[src/design/rspa_pkg.sv]
`timescale 1ns / 1ps
`default_nettype none
// ----------------------------------------------------------------------------
// Slot pool allocator package
// Pool sizes, derived widths, request and status codes, and the request and
// result records shared by the front end, the engine and the top level.
// ----------------------------------------------------------------------------
package rspa_pkg;

    localparam int SMALL_SLOTS  = 64;
    localparam int MEDIUM_SLOTS = 32;
    localparam int COUNT_BITS   = 8;

    // slots examined per scan cycle
    localparam int LANES        = 8;

    localparam int SLOT_PORT_W  = 6;
    localparam int COUNT_PORT_W = 8;
    localparam int DROP_W       = 32;

    localparam int MAX_SLOTS    = (SMALL_SLOTS > MEDIUM_SLOTS) ? SMALL_SLOTS : MEDIUM_SLOTS;
    localparam int TOTAL_SLOTS  = SMALL_SLOTS + MEDIUM_SLOTS;
    localparam int ADDR_W       = $clog2(TOTAL_SLOTS);
    localparam int IDX_W        = $clog2(MAX_SLOTS);
    localparam int POS_W        = $clog2(MAX_SLOTS + LANES) + 1;
    localparam int RANGE_W      = ($clog2(MAX_SLOTS + 1) > SLOT_PORT_W) ?
                                  $clog2(MAX_SLOTS + 1) : SLOT_PORT_W;

    typedef enum logic [1:0] {
        REQ_ALLOC   = 2'd0,
        REQ_RETAIN  = 2'd1,
        REQ_RELEASE = 2'd2,
        REQ_FREE    = 2'd3
    } t_req;

    typedef enum logic [2:0] {
        ST_OK      = 3'd0,
        ST_EXHAUST = 3'd1,
        ST_RANGE   = 3'd2,
        ST_UNDER   = 3'd3,
        ST_SAT     = 3'd4
    } t_status;

    typedef struct packed {
        t_req                   req;
        logic                   pool;
        logic [SLOT_PORT_W-1:0] slot;
        logic                   bad_range;
    } t_cmd;

    typedef struct packed {
        t_status                 status;
        logic                    pool;
        logic [SLOT_PORT_W-1:0]  slot;
        logic [COUNT_PORT_W-1:0] count;
        logic                    freed;
        logic [DROP_W-1:0]       drop;
    } t_res;

endpackage
`default_nettype wire

[src/design/rspa_front.sv]
`timescale 1ns / 1ps
`default_nettype none
// ----------------------------------------------------------------------------
// Slot pool allocator front end
// Accepts requests, decodes the request type, checks the slot index against
// the addressed pool and holds decoded requests in a two-entry queue.
// ----------------------------------------------------------------------------
module rspa_front
    import rspa_pkg::*;
(
    input  wire logic                   i_clk,
    input  wire logic                   i_rst_n,
    input  wire logic                   i_push,
    output logic                        o_full,
    input  wire logic [1:0]             i_req_type,
    input  wire logic                   i_pool_select,
    input  wire logic [SLOT_PORT_W-1:0] i_slot_number,
    output logic                        o_cmd_valid,
    output t_cmd                        o_cmd,
    input  wire logic                   i_cmd_pop
);

    t_cmd       r_q [2];
    logic       r_wp, r_rp;
    logic [1:0] r_cnt;
    logic [1:0] n_cnt;
    logic       w_push_ok, w_pop_ok;
    t_cmd       w_cmd;

    always_comb begin
        w_cmd.req       = t_req'(i_req_type);
        w_cmd.pool      = i_pool_select;
        w_cmd.slot      = i_slot_number;
        w_cmd.bad_range = (w_cmd.req != REQ_ALLOC) &&
                          (RANGE_W'(i_slot_number) >= (i_pool_select ?
                              RANGE_W'(MEDIUM_SLOTS) : RANGE_W'(SMALL_SLOTS)));
    end

    assign o_full      = (r_cnt == 2'd2);
    assign o_cmd_valid = (r_cnt != 2'd0);
    assign o_cmd       = r_q[r_rp];
    assign w_push_ok   = i_push && !o_full;
    assign w_pop_ok    = i_cmd_pop && o_cmd_valid;

    always_comb begin
        n_cnt = r_cnt;
        if (w_push_ok && !w_pop_ok) begin
            n_cnt = r_cnt + 2'd1;
        end else if (!w_push_ok && w_pop_ok) begin
            n_cnt = r_cnt - 2'd1;
        end
    end

    always_ff @(posedge i_clk) begin
        if (!i_rst_n) begin
            r_wp  <= 1'b0;
            r_rp  <= 1'b0;
            r_cnt <= 2'd0;
        end else begin
            r_cnt <= n_cnt;
            if (w_push_ok) begin
                r_wp <= ~r_wp;
            end
            if (w_pop_ok) begin
                r_rp <= ~r_rp;
            end
        end
    end

    always_ff @(posedge i_clk) begin
        if (w_push_ok) begin
            r_q[r_wp] <= w_cmd;
        end
    end

endmodule
`default_nettype wire

[src/design/rspa_back.sv]
`timescale 1ns / 1ps
`default_nettype none
// ----------------------------------------------------------------------------
// Slot pool allocator engine
// Runs decoded requests: next-fit scan over the in-use bits for allocation,
// read-modify-write of the count memory for addressed requests, and a
// saturating drop counter. Holds a pending result and the output register.
// ----------------------------------------------------------------------------
module rspa_back
    import rspa_pkg::*;
(
    input  wire logic i_clk,
    input  wire logic i_rst_n,
    input  wire logic i_cmd_valid,
    input  t_cmd      i_cmd,
    output logic      o_cmd_pop,
    output logic      o_res_valid,
    output t_res      o_res,
    input  wire logic i_pop
);

    typedef enum logic [1:0] {
        S_IDLE,
        S_SCAN,
        S_UPD,
        S_DONE
    } t_state;

    localparam logic [COUNT_BITS-1:0] COUNT_MAX = '1;

    t_state                 r_state, n_state;
    logic                   r_pool, n_pool;
    logic [POS_W-1:0]       r_off, n_off;
    logic [POS_W-1:0]       r_start, n_start;
    t_req                   r_req, n_req;
    logic [ADDR_W-1:0]      r_addr, n_addr;
    logic [IDX_W-1:0]       r_slot, n_slot;
    logic [IDX_W-1:0]       r_cur_s, n_cur_s;
    logic [IDX_W-1:0]       r_cur_m, n_cur_m;
    logic [DROP_W-1:0]      r_drop, n_drop;
    logic [TOTAL_SLOTS-1:0] r_busy, n_busy;
    t_res                   r_pend, n_pend;
    t_res                   r_out, n_out;
    logic                   r_out_valid, n_out_valid;

    // count memory; an entry whose in-use bit is clear reads as zero
    logic [COUNT_BITS-1:0]  mem [TOTAL_SLOTS];
    logic [COUNT_BITS-1:0]  r_rd;
    logic                   w_we;
    logic [ADDR_W-1:0]      w_waddr, w_raddr;
    logic [COUNT_BITS-1:0]  w_wdata;

    // scan lanes
    logic [POS_W-1:0]       w_size;
    logic [ADDR_W-1:0]      w_base;
    logic [POS_W-1:0]       w_lane_off [LANES];
    logic [POS_W-1:0]       w_lane_pos [LANES];
    logic [ADDR_W-1:0]      w_lane_addr [LANES];
    logic                   w_found, w_last;
    logic [POS_W-1:0]       w_hit_pos, w_hit_nxt;
    logic [ADDR_W-1:0]      w_hit_addr;
    logic [POS_W:0]         w_off_end;

    // addressed update
    logic [COUNT_BITS-1:0]  w_cur, w_new;
    t_status                w_st;
    logic                   w_freed;

    assign w_size = r_pool ? POS_W'(MEDIUM_SLOTS) : POS_W'(SMALL_SLOTS);
    assign w_base = r_pool ? ADDR_W'(SMALL_SLOTS) : '0;

    always_comb begin
        w_found    = 1'b0;
        w_hit_pos  = '0;
        w_hit_addr = '0;
        // walk lanes from the top so the lowest free lane wins
        for (int j = LANES - 1; j >= 0; j--) begin
            w_lane_off[j]  = r_off + POS_W'(j);
            w_lane_pos[j]  = r_start + w_lane_off[j];
            if (w_lane_pos[j] >= w_size) begin
                w_lane_pos[j] = w_lane_pos[j] - w_size;
            end
            w_lane_addr[j] = w_base + ADDR_W'(w_lane_pos[j]);
            if ((w_lane_off[j] < w_size) && !r_busy[w_lane_addr[j]]) begin
                w_found    = 1'b1;
                w_hit_pos  = w_lane_pos[j];
                w_hit_addr = w_lane_addr[j];
            end
        end
        w_off_end = {1'b0, r_off} + (POS_W + 1)'(LANES);
        w_last    = (w_off_end >= {1'b0, w_size});
        w_hit_nxt = w_hit_pos + POS_W'(1);
        if (w_hit_nxt == w_size) begin
            w_hit_nxt = '0;
        end
    end

    always_comb begin
        w_cur   = r_busy[r_addr] ? r_rd : '0;
        w_new   = w_cur;
        w_st    = ST_OK;
        w_freed = 1'b0;
        case (r_req)
            REQ_RETAIN: begin
                if (w_cur == COUNT_MAX) begin
                    w_st = ST_SAT;
                end else begin
                    w_new = w_cur + COUNT_BITS'(1);
                end
            end
            REQ_RELEASE: begin
                if (w_cur == '0) begin
                    w_st = ST_UNDER;
                end else begin
                    w_new   = w_cur - COUNT_BITS'(1);
                    w_freed = (w_new == '0);
                end
            end
            REQ_FREE: begin
                w_new   = '0;
                w_freed = (w_cur != '0);
            end
            default: begin
                w_new = w_cur;
            end
        endcase
    end

    assign w_raddr = (i_cmd.pool ? ADDR_W'(SMALL_SLOTS) : '0) + ADDR_W'(i_cmd.slot);

    always_comb begin
        n_state     = r_state;
        n_pool      = r_pool;
        n_off       = r_off;
        n_start     = r_start;
        n_req       = r_req;
        n_addr      = r_addr;
        n_slot      = r_slot;
        n_cur_s     = r_cur_s;
        n_cur_m     = r_cur_m;
        n_drop      = r_drop;
        n_busy      = r_busy;
        n_pend      = r_pend;
        n_out       = r_out;
        n_out_valid = r_out_valid;
        o_cmd_pop   = 1'b0;
        w_we        = 1'b0;
        w_waddr     = r_addr;
        w_wdata     = '0;

        if (i_pop && r_out_valid) begin
            n_out_valid = 1'b0;
        end

        case (r_state)
            S_IDLE: begin
                if (i_cmd_valid) begin
                    o_cmd_pop = 1'b1;
                    if (i_cmd.req == REQ_ALLOC) begin
                        n_pool  = 1'b0;
                        n_off   = '0;
                        n_start = POS_W'(r_cur_s);
                        n_state = S_SCAN;
                    end else if (i_cmd.bad_range) begin
                        n_pend  = '{ST_RANGE, i_cmd.pool, i_cmd.slot,
                                    '0, 1'b0, r_drop};
                        n_state = S_DONE;
                    end else begin
                        n_req   = i_cmd.req;
                        n_pool  = i_cmd.pool;
                        n_addr  = w_raddr;
                        n_slot  = IDX_W'(i_cmd.slot);
                        n_state = S_UPD;
                    end
                end
            end
            S_SCAN: begin
                if (w_found) begin
                    w_we               = 1'b1;
                    w_waddr            = w_hit_addr;
                    w_wdata            = COUNT_BITS'(1);
                    n_busy[w_hit_addr] = 1'b1;
                    if (r_pool) begin
                        n_cur_m = IDX_W'(w_hit_nxt);
                    end else begin
                        n_cur_s = IDX_W'(w_hit_nxt);
                    end
                    n_pend  = '{ST_OK, r_pool, SLOT_PORT_W'(w_hit_pos),
                                COUNT_PORT_W'(1), 1'b0, r_drop};
                    n_state = S_DONE;
                end else if (w_last) begin
                    if (!r_pool) begin
                        // small pool full: move on to the medium pool
                        n_pool  = 1'b1;
                        n_off   = '0;
                        n_start = POS_W'(r_cur_m);
                    end else begin
                        n_drop  = (r_drop == '1) ? r_drop : r_drop + DROP_W'(1);
                        n_pend  = '{ST_EXHAUST, 1'b0, '0, '0, 1'b0, n_drop};
                        n_state = S_DONE;
                    end
                end else begin
                    n_off = r_off + POS_W'(LANES);
                end
            end
            S_UPD: begin
                w_we           = 1'b1;
                w_waddr        = r_addr;
                w_wdata        = w_new;
                n_busy[r_addr] = (w_new != '0);
                n_pend         = '{w_st, r_pool, SLOT_PORT_W'(r_slot),
                                   COUNT_PORT_W'(w_new), w_freed, r_drop};
                n_state        = S_DONE;
            end
            S_DONE: begin
                if (!r_out_valid || i_pop) begin
                    n_out       = r_pend;
                    n_out_valid = 1'b1;
                    n_state     = S_IDLE;
                end
            end
            default: begin
                n_state = S_IDLE;
            end
        endcase
    end

    always_ff @(posedge i_clk) begin
        if (!i_rst_n) begin
            r_state     <= S_IDLE;
            r_cur_s     <= '0;
            r_cur_m     <= '0;
            r_drop      <= '0;
            r_busy      <= '0;
            r_out_valid <= 1'b0;
        end else begin
            r_state     <= n_state;
            r_cur_s     <= n_cur_s;
            r_cur_m     <= n_cur_m;
            r_drop      <= n_drop;
            r_busy      <= n_busy;
            r_out_valid <= n_out_valid;
        end
        r_pool  <= n_pool;
        r_off   <= n_off;
        r_start <= n_start;
        r_req   <= n_req;
        r_addr  <= n_addr;
        r_slot  <= n_slot;
        r_pend  <= n_pend;
        r_out   <= n_out;
    end

    always_ff @(posedge i_clk) begin
        if (w_we) begin
            mem[w_waddr] <= w_wdata;
        end
        r_rd <= mem[w_raddr];
    end

    assign o_res_valid = r_out_valid;
    assign o_res       = r_out;

    a_grant_marks_busy: assert property (@(posedge i_clk) disable iff (!i_rst_n)
        (r_state == S_SCAN && w_found) |=> r_busy[$past(w_hit_addr)])
        else $error("granted slot not marked in use");

    a_drop_counts: assert property (@(posedge i_clk) disable iff (!i_rst_n)
        (r_state == S_SCAN && !w_found && w_last && r_pool && r_drop != '1)
        |=> (r_drop == $past(r_drop) + DROP_W'(1)))
        else $error("exhausted allocation did not bump drop counter");

    a_result_held: assert property (@(posedge i_clk) disable iff (!i_rst_n)
        (r_state == S_DONE && r_out_valid && !i_pop) |=> (r_state == S_DONE))
        else $error("pending result left before output register freed");

    a_cursor_range: assert property (@(posedge i_clk) disable iff (!i_rst_n)
        (r_state == S_SCAN && w_found) |=>
        ((32'(r_cur_s) < SMALL_SLOTS) && (32'(r_cur_m) < MEDIUM_SLOTS)))
        else $error("next-fit cursor outside its pool");

endmodule
`default_nettype wire

[src/design/refcounted_slot_pool_allocator.sv]
`timescale 1ns / 1ps
`default_nettype none
// ----------------------------------------------------------------------------
// Reference-counted slot pool allocator
// Two slot pools with per-slot reference counts; next-fit allocation that
// falls back from the small pool to the medium pool.
//
//   channel   direction  handshake           payload
//   request   in         push / full         req_type, pool_select, slot_number
//   result    out        empty / pop         status, granted_pool, granted_slot,
//                                            count_after, became_free, drop_total
//
// Retain, release and force free pass through dispatch, count read-modify-write
// and result hand-off; the engine takes the queue head whenever it is idle.
// Allocation scans the small pool from its cursor and, when that pool is full,
// the medium pool from its own cursor; the scan checks 8 slots per cycle. A
// result left waiting holds the engine in hand-off; the two-entry front queue
// then fills and raises full.
// Synchronous reset marks every slot free at once; no clearing pass.
// ----------------------------------------------------------------------------
module refcounted_slot_pool_allocator
    import rspa_pkg::*;
(
    input  wire logic                    i_clk,
    input  wire logic                    i_rst_n,
    input  wire logic                    push,
    output logic                         full,
    input  wire logic [1:0]              i_req_type,
    input  wire logic                    i_pool_select,
    input  wire logic [SLOT_PORT_W-1:0]  i_slot_number,
    output logic                         empty,
    input  wire logic                    pop,
    output logic [2:0]                   o_status,
    output logic                         o_granted_pool,
    output logic [SLOT_PORT_W-1:0]       o_granted_slot,
    output logic [COUNT_PORT_W-1:0]      o_count_after,
    output logic                         o_became_free,
    output logic [DROP_W-1:0]            o_drop_total
);

    logic w_cmd_valid;
    t_cmd w_cmd;
    logic w_cmd_pop;
    logic w_res_valid;
    t_res w_res;

    rspa_front u_front (
        .i_clk         (i_clk),
        .i_rst_n       (i_rst_n),
        .i_push        (push),
        .o_full        (full),
        .i_req_type    (i_req_type),
        .i_pool_select (i_pool_select),
        .i_slot_number (i_slot_number),
        .o_cmd_valid   (w_cmd_valid),
        .o_cmd         (w_cmd),
        .i_cmd_pop     (w_cmd_pop)
    );

    rspa_back u_back (
        .i_clk       (i_clk),
        .i_rst_n     (i_rst_n),
        .i_cmd_valid (w_cmd_valid),
        .i_cmd       (w_cmd),
        .o_cmd_pop   (w_cmd_pop),
        .o_res_valid (w_res_valid),
        .o_res       (w_res),
        .i_pop       (pop)
    );

    assign empty          = !w_res_valid;
    assign o_status       = w_res.status;
    assign o_granted_pool = w_res.pool;
    assign o_granted_slot = w_res.slot;
    assign o_count_after  = w_res.count;
    assign o_became_free  = w_res.freed;
    assign o_drop_total   = w_res.drop;

endmodule
`default_nettype wire

[config.mk]
export PLATFORM = sky130hd
export DESIGN_NAME = refcounted_slot_pool_allocator
export DESIGN_NICKNAME = d
export VERILOG_FILES = /design/src/design/rspa_pkg.sv /design/src/design/rspa_front.sv /design/src/design/rspa_back.sv /design/src/design/refcounted_slot_pool_allocator.sv
export SDC_FILE = /design/constraint.sdc
export NUM_CORES = 2
export LEC_CHECK = 0
export BUFFER_PORTS_ARGS = -buffer_cell sky130_fd_sc_hd__buf_2
export CORE_ASPECT_RATIO = 2
export CORE_MARGIN = 2
export CORE_UTILIZATION = 55
export DETAILED_ROUTE_END_ITERATION = 6
export HOLD_SLACK_MARGIN = 0.1
export PLACE_DENSITY = 0.82
export SETUP_SLACK_MARGIN = 0.1
export SYNTH_ARGS = -nofsm -noshare
export SYNTH_HDL_FRONTEND = slang
export SYNTH_SLANG_ARGS = --single-unit
[constraint.sdc]
create_clock -name i_clk -period 13.6 [get_ports i_clk]
set_clock_uncertainty 0.05 [all_clocks]
set_input_delay 1.36 -clock i_clk [delete_from_list [all_inputs] [get_ports i_clk]]
set_output_delay 1.36 -clock i_clk [all_outputs]
set_load 0.02 [all_outputs]
==> impl_metrics.yaml <==
synth:
  synth_area_um2: 54900
  synth_top_cell_by_area: "edfxtp_1"
  synth_mux_area_frac: 0.0739
  synth_warnings: 0
  synth_top_family_by_area: "simple AND/OR/NAND/NOR gates"
  yosysTopAreaCellShare: 0.500
  synth_edf_count: 914
  synth_compound_area_frac: 0.129
  syn_nets: 5093
  async_flop_share: 0
  synth-xor-area-share: 0.0174
  synthAdderAreaFrac: 0.0249
  synthDistinctLibCells: 105
  syn_inst: 4978
  synthTopCellsByArea: "edfxtp_1 (50%), nand2_1 (6.3%), dfxtp_1 (5.7%)"
  synth-seq-cells: 1070
  yosysSeqAreaShare: 0.556
  synth-simple-area-share: 0.168
  syn_area_per_cell_um2: 11.0
  synth_ff_type: "edfxtp_1"
floorplan:
  io_pins: 66
  die_w_um: 227
  rows: 164
  initial_core_util: 0.552
  core_area_um2: 99500
  die_y_um: 451
  die-area_um2: 103000
clock_network:
  clk_latency_ns: 0.72
  cts_buffers: 87
  numClockSinks: 1070
  clk_pin_slew_worst_paths_ns: 0.07
  post-cts-setup-buffers: 0
  hold_buffers: 0
  root_buffer: "clkbuf_16"
  clock_path_buffers: 3
  cts_tree: "yes"
  cts_resized: 0
  htreeDepth: 3
global_routing:
  grt_max_degree: 194
  grt_pass1_wl_mm: 267
  grt_use_total: 0.359
  grt_remaining_overflow: 0
  antenna_found_initial: 9
  first_global_vias: 41873
setup_path:
  rr_worst_depth: 21
  crit_type: "reg2reg"
  critPathCaptureType: "flop"
  start_kind: "flop"
  cp_max_fo: 11
  crit_required_ns: 13.90
  worstPathArrival_ns: 10.47
place:
  place_hpwl_mm: 123
  io_buffers: 65
  finalWeightedCongestion: 1.07
outcome:
  status: "finished, violations left"
  violations: "capacitance limit, slew limit"
sta:
  setup_viol: 0
  worstMarginPinSlew_ns: 1.59
  fin_crit_sh: 0.748
  rsz0062_at_grt: "no"
  drv_slew: 6
  whs_ns: 0.365
  hold_violations: 0
  clock.fmax_mhz: 98.3
  fin_crit_ns: 10.17
  relSlewSlack: -0.0629
  tns_ns: 0
cells_and_area:
  layout.nets: 4988
  drive_gt1_frac: 0.114
  layout_common_cells: "nand2_1 (926), edfxtp_1 (914), nand3_1 (453), o21ai_0 (326), nor2_1 (236)"
  filler_cell_count: 7708
  syn2layout_area_growth_pct: 8.39
  final_common_cell: "nand2_1"
detailed_routing:
  ant_nets: 0
  dr.pass1.iters: 7
  vias_per_cell: 6.82
  wl_per_cell_um: 29.3
  drt_iter0_drc: 5041
  vias: 42817
  wl_mm: 184
  remaining_drc_errors: 0
hold_path:
  holdPathStages: 0
  hold_class: "reg2reg"
job:
  drv_cap: 3
[registers in the layout (all words and copies together), names as in the netlist, 2 cells and up, named ones only]
signal          count
u_back.r_state      2
u_back.r_busy      96
u_back.r_drop      32
u_front.r_cnt       2
u_back.r_off        8
u_back.r_req        2
u_back.o_res       51
u_back.r_pend      51
u_back.r_rd         8
u_back.mem        768
u_back.r_slot       5
u_back.r_addr       2
u_front.r_q        20
u_back.r_start      6
u_back.r_cur_s      6
u_back.r_cur_m      6
[cell families after synthesis]
| family | after synthesis |
|---|---|
| AO/OA/AOI/OAI | 1027 |
| multiplexers | 230 |
| other | 1 |
| adder cells (fa/ha/maj) | 102 |
| AND/OR/NAND/NOR | 2017 |
| XOR/XNOR | 106 |
| flip-flops | 1070 |
| buffers and inverters | 425 |
[final cells by class]
cell class | count | area (um2) | share of cell area
Sequential cell | 1070 | 30600 | 0.513
Multi-Input combinational cell | 3483 | 22900 | 0.385
Clock buffer | 100 | 2280 | 0.0382
Tap cell | 1328 | 1660 | 0.0279
Timing Repair Buffer | 159 | 1100 | 0.0185
Clock inverter | 62 | 738 | 0.0124
Inverter | 72 | 283 | 0.00475
Antenna cell | 6 | 15.0 | 0.000252
[layer usage]
| layer | global-route usage | routed length (um) | share of wire |
|---|---|---|---|
| met2 | 0.605 | 90800 | 0.49 |
| met3 | 0.0836 | 16300 | 0.089 |
| met5 | 0.00733 | 126 | 0.00069 |
| met1 | 0.356 | 54700 | 0.30 |
| met4 | 0.347 | 21800 | 0.12 |
[through the flow]
step	instance area [um2]	cells	util	setup WS, ns
after floorplan	54900	4978	-	3.72
after global placement	56500	6109	0.567	4.21
after detailed placement	56500	6109	0.567	4.13
after CTS	59500	6271	0.598	4.10
after global routing	59500	6277	0.598	3.15
final	59500	6280	0.598	3.43
[path summary, 6_finish.rpt]
| path | from | endpoint | slack (ns) |
|---|---|---|---|
| max | u_back.r_off[2] | u_back.mem[83][3] | 3.43 |
| min | u_back.r_pend[30] | u_back.o_res[30] | 0.37 |
| max reg2reg | u_back.r_off[2] | u_back.mem[83][3] | 3.43 |
| min reg2reg | u_back.r_pend[30] | u_back.o_res[30] | 0.37 |
[synth_stat cells, types with 18 or more instances]
cell,count
buf_2,25
dfxtp_1,156
o21ai_0,326
inv_1,66
nand4_1,31
o31ai_1,38
a211oi_1,42
or2_2,30
and3_1,79
mux2i_1,68
or3_1,45
edfxtp_1,914
a31oi_1,28
nand2_1,926
xnor2_1,63
buf_1,43
ha_1,90
o22ai_1,18
clkbuf_1,272
a22o_1,94
xor2_1,39
a21oi_1,140
nor2b_1,42
nor3_1,45
nand2b_1,26
nand3_1,453
mux4_2,138
nor2_1,240
a311oi_1,130
mux2_2,24
o211ai_1,21
and2_1,29
[critical path, stage by stage (launching register included)]
cell,delay (ns)
edfxtp_1,0.59
inv_1,0.28
ha_1,0.26
a21oi_1,0.46
xnor2_1,0.13
ha_1,0.24
or2_2,0.29
o22ai_1,0.29
xor2_2,1.13
mux4_2,0.63
mux2i_1,0.58
mux2i_1,0.20
mux2i_1,0.37
nand2_1,0.30
mux2i_1,0.22
a21oi_1,0.10
o31ai_2,1.15
nand3_1,0.73
nor2_1,0.83
a21oi_1,0.17
buf_4,0.22
nor2_1,0.57
Power is not shown: default switching activity piles up to over one toggle a cycle in this logic, so the estimate is an artifact.
